**src/rtl/chsf_pkg.sv**
```systemverilog
// ----------------------------------------------------------------------------
// chsf_pkg
// Shared constants and types of the cascaded Holt shelf filter.
// ----------------------------------------------------------------------------
package chsf_pkg;

  // Fixed-point layout
  localparam int GUARD_BITS = 4;   // state = sample << GUARD_BITS
  localparam int GAIN_FRAC  = 14;  // wet gain is Q2.14 signed, dry gain Q1.14 unsigned
  localparam int MAX_SHIFT  = 16;  // larger shift codes act as zero

  // Configuration port
  localparam int CFG_IDX_W  = 2;
  localparam int CFG_DATA_W = 16;

  localparam logic [CFG_IDX_W-1:0] REG_FREQ_SHIFT  = 2'd0;
  localparam logic [CFG_IDX_W-1:0] REG_STAGE_COUNT = 2'd1;
  localparam logic [CFG_IDX_W-1:0] REG_WET_GAIN    = 2'd2;
  localparam logic [CFG_IDX_W-1:0] REG_DRY_GAIN    = 2'd3;

  // Register widths and reset values
  localparam int FREQ_W  = 5;
  localparam int STAGE_W = 4;
  localparam int WET_W   = 16;
  localparam int DRY_W   = 15;

  localparam logic [FREQ_W-1:0]         FREQ_RST  = 5'd10;
  localparam logic [STAGE_W-1:0]        STAGE_RST = 4'd5;
  localparam logic signed [WET_W-1:0]   WET_RST   = 16'sd16384;
  localparam logic [DRY_W-1:0]          DRY_RST   = 15'd0;

  // Phase strobes from the sequencer to the pole unit
  typedef struct packed {
    logic sum_en;  // capture level + slew
    logic err_en;  // capture input - (level + slew)
  } pole_ctl_t;

endpackage

```
**src/rtl/cascaded_holt_shelf_filter.sv**
```systemverilog
// ----------------------------------------------------------------------------
// cascaded_holt_shelf_filter
// Stereo cascade of Holt poles with 2^-shift coefficient and wet/dry mix.
// ----------------------------------------------------------------------------
// One beat carries a left and right sample. Each channel runs through
// stage_count poles (capped at MAX_STAGES), left first, then right, on one
// shared pole unit that steps each pole through sum, error and update. The
// mix uses one shared multiplier: filtered * wet, then + dry * input, then a
// round/saturate step, for each channel. After the input beat is taken the
// block is busy until both channels are mixed; in_ready_o is high only while
// idle. The result sits in an output register, so a new input beat is taken
// while the previous result still waits; the next result then holds in the
// right channel's round step until the output register frees up. The user
// writes registers through cfg_we_i / cfg_idx_i / cfg_wdata_i only while the
// block is idle; the block itself does not enforce this.
// ----------------------------------------------------------------------------
module cascaded_holt_shelf_filter #(
  parameter int MAX_STAGES  = 10,
  parameter int SAMPLE_BITS = 24
) (
  input  logic                               clk_i,
  input  logic                               rst_ni,
  // configuration
  input  logic                               cfg_we_i,
  input  logic [chsf_pkg::CFG_IDX_W-1:0]     cfg_idx_i,
  input  logic [chsf_pkg::CFG_DATA_W-1:0]    cfg_wdata_i,
  // input beats
  input  logic                               in_valid_i,
  output logic                               in_ready_o,
  input  logic signed [SAMPLE_BITS-1:0]      left_in_i,
  input  logic signed [SAMPLE_BITS-1:0]      right_in_i,
  // result beats
  output logic                               out_valid_o,
  input  logic                               out_ready_i,
  output logic signed [SAMPLE_BITS-1:0]      left_out_o,
  output logic signed [SAMPLE_BITS-1:0]      right_out_o
);

  localparam int STATE_BITS = SAMPLE_BITS + chsf_pkg::GUARD_BITS;
  localparam int NUM_POLES  = 2 * MAX_STAGES;
  localparam int IDX_W      = $clog2(NUM_POLES);
  localparam int KW         = $clog2(MAX_STAGES + 1);
  localparam int MUL_B_W    = chsf_pkg::WET_W + 1;
  localparam int ACC_W      = STATE_BITS + MUL_B_W;
  localparam int RND_SH     = chsf_pkg::GAIN_FRAC + chsf_pkg::GUARD_BITS;

  // sequencer codes
  localparam logic [2:0] ST_IDLE = 3'd0;
  localparam logic [2:0] ST_SUM  = 3'd1;
  localparam logic [2:0] ST_ERR  = 3'd2;
  localparam logic [2:0] ST_UPD  = 3'd3;
  localparam logic [2:0] ST_MWET = 3'd4;
  localparam logic [2:0] ST_MDRY = 3'd5;
  localparam logic [2:0] ST_RND  = 3'd6;

  // config registers
  logic [chsf_pkg::FREQ_W-1:0]        freq_shift_q;
  logic [chsf_pkg::STAGE_W-1:0]       stage_count_q;
  logic signed [chsf_pkg::WET_W-1:0]  wet_gain_q;
  logic [chsf_pkg::DRY_W-1:0]         dry_gain_q;

  // sequencer
  logic [2:0]     state_q;
  logic           ch_q;       // 0 = left, 1 = right
  logic [KW-1:0]  k_q;        // current pole
  logic           out_valid_q;

  // pole state, entry {stage, channel}
  logic signed [STATE_BITS-1:0] lvl_q [NUM_POLES];
  logic signed [STATE_BITS-1:0] slw_q [NUM_POLES];

  // payload
  logic signed [SAMPLE_BITS-1:0] xl_q, xr_q;
  logic signed [STATE_BITS-1:0]  x_q;       // running stage input / filtered value
  logic signed [ACC_W-1:0]       acc_q;
  logic signed [SAMPLE_BITS-1:0] res_l_q;
  logic signed [SAMPLE_BITS-1:0] left_out_q, right_out_q;

  // effective settings
  logic [chsf_pkg::FREQ_W-1:0] shift_eff;
  logic [KW-1:0]               stages_eff;
  logic                        no_stages;
  logic                        last_pole;
  logic [IDX_W-1:0]            idx;

  // pole unit hookup
  chsf_pkg::pole_ctl_t          pole_ctl;
  logic signed [STATE_BITS-1:0] new_lvl, new_slw;

  // mix datapath
  logic signed [SAMPLE_BITS-1:0] xin;
  logic signed [STATE_BITS-1:0]  xin_ext;
  logic signed [STATE_BITS-1:0]  mul_a;
  logic signed [MUL_B_W-1:0]     mul_b;
  logic signed [ACC_W-1:0]       prod;
  logic signed [ACC_W-1:0]       rnd_sum, rnd_sh;
  logic signed [SAMPLE_BITS-1:0] rnd_out;
  logic [ACC_W-SAMPLE_BITS:0]    rnd_top;
  logic                          out_free;
  logic                          out_load;

  // shift codes past sixteen mean coefficient one
  assign shift_eff = (freq_shift_q > chsf_pkg::FREQ_W'(chsf_pkg::MAX_SHIFT)) ?
                     '0 : freq_shift_q;

  always_comb begin
    if (32'(stage_count_q) > MAX_STAGES) begin
      stages_eff = KW'(MAX_STAGES);
    end else begin
      stages_eff = KW'(stage_count_q);
    end
  end

  assign no_stages = (stages_eff == '0);
  assign last_pole = (KW'(k_q + 1'b1) == stages_eff);
  assign idx       = IDX_W'({k_q, ch_q});

  assign pole_ctl.sum_en = (state_q == ST_SUM);
  assign pole_ctl.err_en = (state_q == ST_ERR);

  chsf_pole_unit #(
    .STATE_BITS (STATE_BITS)
  ) u_pole (
    .clk_i   (clk_i),
    .ctl_i   (pole_ctl),
    .x_i     (x_q),
    .lvl_i   (lvl_q[idx]),
    .slw_i   (slw_q[idx]),
    .shift_i (shift_eff),
    .lvl_o   (new_lvl),
    .slw_o   (new_slw)
  );

  // shared multiplier: filtered * wet, then dry input * dry
  assign xin     = ch_q ? xr_q : xl_q;
  assign xin_ext = {xin, {chsf_pkg::GUARD_BITS{1'b0}}};
  assign mul_a   = (state_q == ST_MWET) ? x_q : xin_ext;
  assign mul_b   = (state_q == ST_MWET) ? {wet_gain_q[chsf_pkg::WET_W-1], wet_gain_q}
                                        : {2'b00, dry_gain_q};
  assign prod    = mul_a * mul_b;

  // round half up, drop gain and guard fraction, saturate to the sample width
  assign rnd_sum = acc_q + (ACC_W'(1) <<< (RND_SH - 1));
  assign rnd_sh  = rnd_sum >>> RND_SH;
  assign rnd_top = rnd_sh[ACC_W-1:SAMPLE_BITS-1];

  always_comb begin
    if ((&rnd_top) || !(|rnd_top)) begin
      rnd_out = rnd_sh[SAMPLE_BITS-1:0];
    end else if (rnd_sh[ACC_W-1]) begin
      rnd_out = {1'b1, {(SAMPLE_BITS-1){1'b0}}};
    end else begin
      rnd_out = {1'b0, {(SAMPLE_BITS-1){1'b1}}};
    end
  end

  assign out_free = !out_valid_q || out_ready_i;
  // right channel finished and the output register can take the pair
  assign out_load = (state_q == ST_RND) && ch_q && out_free;

  // control, config and pole state
  always_ff @(posedge clk_i or negedge rst_ni) begin
    if (!rst_ni) begin
      freq_shift_q  <= chsf_pkg::FREQ_RST;
      stage_count_q <= chsf_pkg::STAGE_RST;
      wet_gain_q    <= chsf_pkg::WET_RST;
      dry_gain_q    <= chsf_pkg::DRY_RST;
      state_q       <= ST_IDLE;
      ch_q          <= 1'b0;
      k_q           <= '0;
      out_valid_q   <= 1'b0;
      for (int i = 0; i < NUM_POLES; i++) begin
        lvl_q[i] <= '0;
        slw_q[i] <= '0;
      end
    end else begin
      if (cfg_we_i) begin
        case (cfg_idx_i)
          chsf_pkg::REG_FREQ_SHIFT:  freq_shift_q  <= cfg_wdata_i[chsf_pkg::FREQ_W-1:0];
          chsf_pkg::REG_STAGE_COUNT: stage_count_q <= cfg_wdata_i[chsf_pkg::STAGE_W-1:0];
          chsf_pkg::REG_WET_GAIN:    wet_gain_q    <= cfg_wdata_i[chsf_pkg::WET_W-1:0];
          chsf_pkg::REG_DRY_GAIN:    dry_gain_q    <= cfg_wdata_i[chsf_pkg::DRY_W-1:0];
          default: ;
        endcase
      end

      if (out_load) begin
        out_valid_q <= 1'b1;
      end else if (out_valid_q && out_ready_i) begin
        out_valid_q <= 1'b0;
      end

      case (state_q)
        ST_IDLE: begin
          if (in_valid_i) begin
            ch_q    <= 1'b0;
            k_q     <= '0;
            state_q <= no_stages ? ST_MWET : ST_SUM;
          end
        end
        ST_SUM:  state_q <= ST_ERR;
        ST_ERR:  state_q <= ST_UPD;
        ST_UPD: begin
          lvl_q[idx] <= new_lvl;
          slw_q[idx] <= new_slw;
          k_q        <= KW'(k_q + 1'b1);
          state_q    <= last_pole ? ST_MWET : ST_SUM;
        end
        ST_MWET: state_q <= ST_MDRY;
        ST_MDRY: state_q <= ST_RND;
        ST_RND: begin
          if (!ch_q) begin
            ch_q    <= 1'b1;
            k_q     <= '0;
            state_q <= no_stages ? ST_MWET : ST_SUM;
          end else if (out_free) begin
            state_q <= ST_IDLE;
          end
        end
        default: state_q <= ST_IDLE;
      endcase
    end
  end

  // payload path
  always_ff @(posedge clk_i) begin
    case (state_q)
      ST_IDLE: begin
        if (in_valid_i) begin
          xl_q <= left_in_i;
          xr_q <= right_in_i;
          x_q  <= {left_in_i, {chsf_pkg::GUARD_BITS{1'b0}}};
        end
      end
      ST_UPD:  x_q   <= new_lvl;
      ST_MWET: acc_q <= prod;
      ST_MDRY: acc_q <= acc_q + prod;
      ST_RND: begin
        if (!ch_q) begin
          res_l_q <= rnd_out;
          x_q     <= {xr_q, {chsf_pkg::GUARD_BITS{1'b0}}};
        end else if (out_free) begin
          left_out_q  <= res_l_q;
          right_out_q <= rnd_out;
        end
      end
      default: ;
    endcase
  end

  assign in_ready_o  = (state_q == ST_IDLE);
  assign out_valid_o = out_valid_q;
  assign left_out_o  = left_out_q;
  assign right_out_o = right_out_q;

endmodule

```
**src/rtl/chsf_pole_unit.sv**
```systemverilog
// ----------------------------------------------------------------------------
// chsf_pole_unit
// Shared Holt pole datapath: three phases per pole update.
// ----------------------------------------------------------------------------
module chsf_pole_unit #(
  parameter int STATE_BITS = 28
) (
  input  logic                                clk_i,
  input  chsf_pkg::pole_ctl_t                 ctl_i,
  input  logic signed [STATE_BITS-1:0]        x_i,
  input  logic signed [STATE_BITS-1:0]        lvl_i,
  input  logic signed [STATE_BITS-1:0]        slw_i,
  input  logic [chsf_pkg::FREQ_W-1:0]         shift_i,
  output logic signed [STATE_BITS-1:0]        lvl_o,
  output logic signed [STATE_BITS-1:0]        slw_o
);

  // three headroom bits cover x - L - S + 2S and friends
  localparam int W = STATE_BITS + 3;

  logic signed [W-1:0] sum_q;
  logic signed [W-1:0] err_q;
  logic signed [W-1:0] x_ext, lvl_ext, slw_ext;
  logic signed [W-1:0] slw_sum, slw_raw, lvl_raw;
  logic [chsf_pkg::FREQ_W-1:0] shift_p1;

  function automatic logic signed [STATE_BITS-1:0] sat_state(input logic signed [W-1:0] v);
    logic [W-STATE_BITS:0] top;
    begin
      top = v[W-1:STATE_BITS-1];
      if ((&top) || !(|top)) begin
        sat_state = v[STATE_BITS-1:0];
      end else if (v[W-1]) begin
        sat_state = {1'b1, {(STATE_BITS-1){1'b0}}};
      end else begin
        sat_state = {1'b0, {(STATE_BITS-1){1'b1}}};
      end
    end
  endfunction

  assign x_ext   = {{3{x_i[STATE_BITS-1]}}, x_i};
  assign lvl_ext = {{3{lvl_i[STATE_BITS-1]}}, lvl_i};
  assign slw_ext = {{3{slw_i[STATE_BITS-1]}}, slw_i};

  // phase 1: L + S ; phase 2: x - (L + S)
  always_ff @(posedge clk_i) begin
    if (ctl_i.sum_en) begin
      sum_q <= lvl_ext + slw_ext;
    end
    if (ctl_i.err_en) begin
      err_q <= x_ext - sum_q;
    end
  end

  // phase 3: x - L + S = err + 2S, both results in parallel
  assign shift_p1 = shift_i + 5'd1;
  assign slw_sum  = err_q + (slw_ext <<< 1);
  assign slw_raw  = slw_sum >>> shift_p1;
  assign lvl_raw  = sum_q + (err_q >>> shift_i);

  assign slw_o = sat_state(slw_raw);
  assign lvl_o = sat_state(lvl_raw);

endmodule

```
**config.mk**
```make
export PLATFORM = sky130hd
export DESIGN_NAME = cascaded_holt_shelf_filter
export DESIGN_NICKNAME = d
export VERILOG_FILES = /design/src/rtl/chsf_pkg.sv /design/src/rtl/cascaded_holt_shelf_filter.sv /design/src/rtl/chsf_pole_unit.sv
export SDC_FILE = /design/constraint.sdc
export NUM_CORES = 2
export LEC_CHECK = 0
export ABC_AREA = 1
export BUFFER_PORTS_ARGS = -buffer_cell sky130_fd_sc_hd__buf_2
export CAP_MARGIN = 20
export CORE_ASPECT_RATIO = 0.7
export CORE_MARGIN = 1
export CORE_UTILIZATION = 70
export CTS_BUF_LIST = sky130_fd_sc_hd__clkbuf_8
export CTS_CLUSTER_DIAMETER = 40
export DETAILED_ROUTE_END_ITERATION = 7
export GPL_ROUTABILITY_DRIVEN = 1
export PLACE_DENSITY_LB_ADDON = 0.3
export SETUP_SLACK_MARGIN = 0.05
export SLEW_MARGIN = 20
export SYNTH_ARGS = -nofsm -noshare
export SYNTH_HDL_FRONTEND = slang
export SYNTH_SLANG_ARGS = --single-unit
```
**constraint.sdc**
```tcl
create_clock -name clk_i -period 21.3 [get_ports clk_i]
set_input_delay 2.13 -clock clk_i [delete_from_list [all_inputs] [get_ports clk_i]]
set_output_delay 2.13 -clock clk_i [all_outputs]
set_load 0.01 [all_outputs]
```
==> impl.org <==
** Final layout
- The multi-input combinational cells in the finished layout cover a total of about 48000 um2.
- Post-route insts no fill :: 13015
- Fill cell total of the finished layout :: 9201
- Storage cell area :: between 30000 and 40000 um2
- Area delta synth->final :: 6.19%
- Share of post-route cells with drive strength above 1 :: around 7%
- Final Net Count :: roughly 12000

** Place
- Post-DP HPWL :: roughly 230 mm
- Inst Count DP :: between 10000 and 15000
- Number of buffer cells added on primary ports :: 120
- The congestion estimate from routability-driven global placement came to approximately 1.1.

** Clock network
- The number of gates resized after CTS was 0.
- Clock slew at the register clock pins of the worst setup and hold paths :: ~0.08 ns
- In this run, post-CTS hold repair placed 0 buffers.
- Clock tree synthesis inserted a total of between 200 and 250 buffers.
- The H-tree was split into 4 levels.
- TritonCTS built the clock tree.
- CTS saw 1422 sinks.
- The clock passes through at most 3 buffers.
- Cell at the root of the clock tree :: sky130_fd_sc_hd__clkbuf_8
- Buffers added to address setup during post-CTS repair amount to 0.
- For the worst-skew pair, the clock arrives at the later sink with an insertion delay of 1.00 ns.

** STA
- Hold timing on the final database bottoms out at a slack of 0.417 ns.
- Setup violations remaining at the end of the flow were counted as 0.
- Clock period minus worst slack :: 11.58 ns
- Timing would allow up to 0.0863 GHz.
- The number of slew-limit violations in the final report is 0.
- Transition time of the tightest slew-check pin :: between 1 and 1.5 ns
- Final period util :: 54.4%
- Final-report hold violation count :: 0
- Setup repair after global routing left no endpoint under its margin.
- Setup total negative slack on the finished layout was measured at 0 ns.
- Across the routed clock network, the largest skew measured is between 0.07 and 0.08 ns.
- Worst-case headroom to the max-slew limit :: between 10% and 20%

** Worst setup path
- Critical Path Fanout Max :: 63
- Highest cell delay on the worst timing path :: 0.79 ns
- At the worst endpoint, the arrival time is about 12 ns.
- The slowest stage of the critical path belongs to the cell sky130_fd_sc_hd__inv_1.
- The worst setup path is captured at a flop.
- Number of cells on the worst reg-to-reg path :: 36
- The worst register-to-register path begins at state_q[2]$_DFFE_PN0P_.
- Startpoint types :: flop
- Data on the critical path is required at its endpoint by roughly 22 ns.
- Counting both buffers and inverters, the worst setup path holds a total of 8.
- Across all register-to-register paths, the minimum setup slack is just under 10 ns.
- Among the stages of the critical path, the cell type that occurs most often is sky130_fd_sc_hd__inv_1.
- The endpoint identified for the worst register-to-register timing path is acc_q[42]$_DFFE_PP_.
- Critical setup path kind :: reg -> reg
- Largest delay share family, worst path :: adder cells

** Die
- For this configuration, the core starts out at a cell density of a little over two thirds.
- Die X :: about 430 um
- Die Footprint :: roughly 130000 um2
- Total core area :: around 130000 um2
- Die height :: between 300 and 400 um
- During I/O placement, the number of pins put on the boundary was about 120.
- Number of rows in the core area :: between 100 and 150

** Detailed routing
- Highest Signal Layer :: met5
- DRC violation total after the first TritonRoute iteration :: ~16000
- After detailed routing, the met3 layer carries 75.2 mm of wire.
- Met2 layer wire length in the routed design :: around 130 mm
- After detailed routing, the number of vias per cell comes to between 6 and 7.
- In the final routing, the length of wire on met1 measures roughly 120 mm.
- Drc violations :: 6
- Post-Route WL :: approximately 350 mm
- For this block, the via count after detailed routing is just under 90000.
- First-pass iteration count of the detailed router :: 8
- Post-DRT Antenna Nets :: 0
- Routed length per instance :: 27.0 um

** Yosys
- Unique cell type count in the Yosys netlist :: 62
- EDFF count, synth :: 253
- FFs w/ async S/R, synth :: 82.2%
- Prevailing post-synth register cell :: sky130_fd_sc_hd__dfrtp_1
- After synthesis, the cell types taking the most area are sky130_fd_sc_hd__dfrtp_1 (32%), sky130_fd_sc_hd__nand2_1 (17%), sky130_fd_sc_hd__fa_1 (10%).
- The synthesized netlist occupies a cell area of between 90000 and 100000 um2.
- Warning count from the yosys run :: 0
- Number of synthesized register bits :: roughly 1400
- Proportion of synthesized chip area in sequential cells :: about two fifths
- Net count of the mapped netlist :: ~12000
- Post-synth top area share :: roughly a third
- Summed over all instances, the cell type with the most area after synthesis is sky130_fd_sc_hd__dfrtp_1.
- A synthesized cell averages around 8.1 um2.
- Synth Instances :: ~11000

** Job
- Across the run, the number of max-cap violations was 0.

** GRT
- Aggregate global routing overflow :: 0
- The initial antenna violation count is 26.
- Global routing used between 50% and 60% of the available tracks.
- The first global-routing pass estimated approximately 520 mm of wire.
- The number of global-route vias before repair was about 84000.
- Entering global routing, the biggest net connects 191 pins.

** Worst hold path
- Along the worst hold path, the cell count comes to 0.
- In this run the most critical hold path is launched from res_l_q[1]$_DFFE_PP_.
- The worst hold path terminates at left_out_o[1]$_DFFE_PP_.
- Worst min-delay path category :: reg -> reg

** Status
- The checks that failed: DRC.
- Status :: finished, violations left
flip-flops by register name (all words and copies together) (netlist names):
signal         count
acc_q             45
out_valid_o        1
slw_q            560
res_l_q           24
xr_q              24
x_q               28
lvl_q            560
stage_count_q      4
xl_q              24
ch_q               1
right_out_o       24
u_pole.sum_q      29
u_pole.err_q      31
freq_shift_q       5
left_out_o        24
state_q            3
dry_gain_q        15
wet_gain_q        16
k_q                4
cell type report:
class                   instances  area share, %
clock inverters               126           1.04
diodes                         11         0.0284
clock buffers                 261           3.70
inverters                    1015           3.95
multi-input cells            8178           49.2
flip-flops and latches       1422           38.0
well taps                    1736           2.24
repair buffers                266           1.87
worst max-delay path by stage:
stage                                to  depth (start not counted)              startpoint  slack, ns
global route        acc_q[44]$_DFFE_PP_                         44  state_q[2]$_DFFE_PN0P_       9.23
finish              acc_q[42]$_DFFE_PP_                         36  state_q[2]$_DFFE_PN0P_       9.72
detailed placement  acc_q[44]$_DFFE_PP_                         44  state_q[2]$_DFFE_PN0P_      10.19
CTS                 acc_q[44]$_DFFE_PP_                         44  state_q[2]$_DFFE_PN0P_      10.12
floorplan           acc_q[44]$_DFFE_PP_                         45        ch_q$_DFFE_PN0P_      12.50
global placement    acc_q[42]$_DFFE_PP_                         37  state_q[2]$_DFFE_PN0P_      10.31
cell usage in the layout (no fill, tap or decap), types with 19 or more instances in the layout:
cell,instances
sky130_fd_sc_hd__nand2_1,4037
sky130_fd_sc_hd__dfrtp_1,1163
sky130_fd_sc_hd__inv_1,1041
sky130_fd_sc_hd__nand3_1,797
sky130_fd_sc_hd__a22oi_1,548
sky130_fd_sc_hd__a21oi_1,532
sky130_fd_sc_hd__nor2_1,467
sky130_fd_sc_hd__fa_1,466
sky130_fd_sc_hd__o21ai_0,337
sky130_fd_sc_hd__ha_1,271
sky130_fd_sc_hd__clkbuf_8,261
sky130_fd_sc_hd__edfxtp_1,253
sky130_fd_sc_hd__buf_4,136
sky130_fd_sc_hd__xor2_1,134
sky130_fd_sc_hd__buf_2,119
sky130_fd_sc_hd__nor3_1,89
sky130_fd_sc_hd__xnor2_1,76
sky130_fd_sc_hd__or3b_2,53
sky130_fd_sc_hd__a31oi_1,45
sky130_fd_sc_hd__o211ai_1,37
sky130_fd_sc_hd__or2_2,25
sky130_fd_sc_hd__inv_2,24
sky130_fd_sc_hd__clkinv_2,24
sky130_fd_sc_hd__o21a_1,22
sky130_fd_sc_hd__a22o_1,22
sky130_fd_sc_hd__nand4_1,20
sky130_fd_sc_hd__a21o_1,19
cells by family after synthesis:
kind of cell | share of synthesized area, %
mux | 0.136
compound gates | 11.2
xor+xnor | 2.04
flops | 40.4
simple gates | 24.7
buf+inv | 7.72
fa+ha+maj | 13.9
metal layers:
layer	up-vias	track usage, %
met3	1876	31.1
met2	8417	65.3
met5	-	3.93
met4	50	25.2
met1	41185	72.2
li1	36086	-
Yosys cell counts, drive strengths merged (4+ instances only):
cell type / count
inv: 998
mux2i: 9
o21ai: 352
a21oi: 533
xnor2: 77
a21boi: 9
a22o: 22
nand2: 4052
o21bai: 18
nor2: 491
clkbuf: 476
nand3: 803
o221ai: 8
and3: 4
a31oi: 45
clkinv: 17
o22ai: 10
a21o: 19
dfstp: 5
nand4: 20
a221oi: 7
or2: 25
nand3b: 5
edfxtp: 253
o211ai: 37
buf: 219
dfrtp: 1164
fa: 466
a211oi: 9
nor3: 100
o21a: 22
ha: 271
a22oi: 548
nor4: 10
or3b: 53
xor2: 135
stage by stage:
step / setup slack [ns] / cell area, um2 / util, %
2_1_floorplan: 12.50 / 91300 / -
3_3_place_gp: 10.31 / 92300 / 71.6
3_5_place_dp: 10.19 / 92300 / 71.6
4_1_cts: 10.12 / 96900 / 75.1
5_1_grt: 9.23 / 97000 / 75.2
6_report: 9.72 / 97000 / 75.2
Power is not shown: default switching activity piles up to over one toggle a cycle in this logic, so the estimate is an artifact.
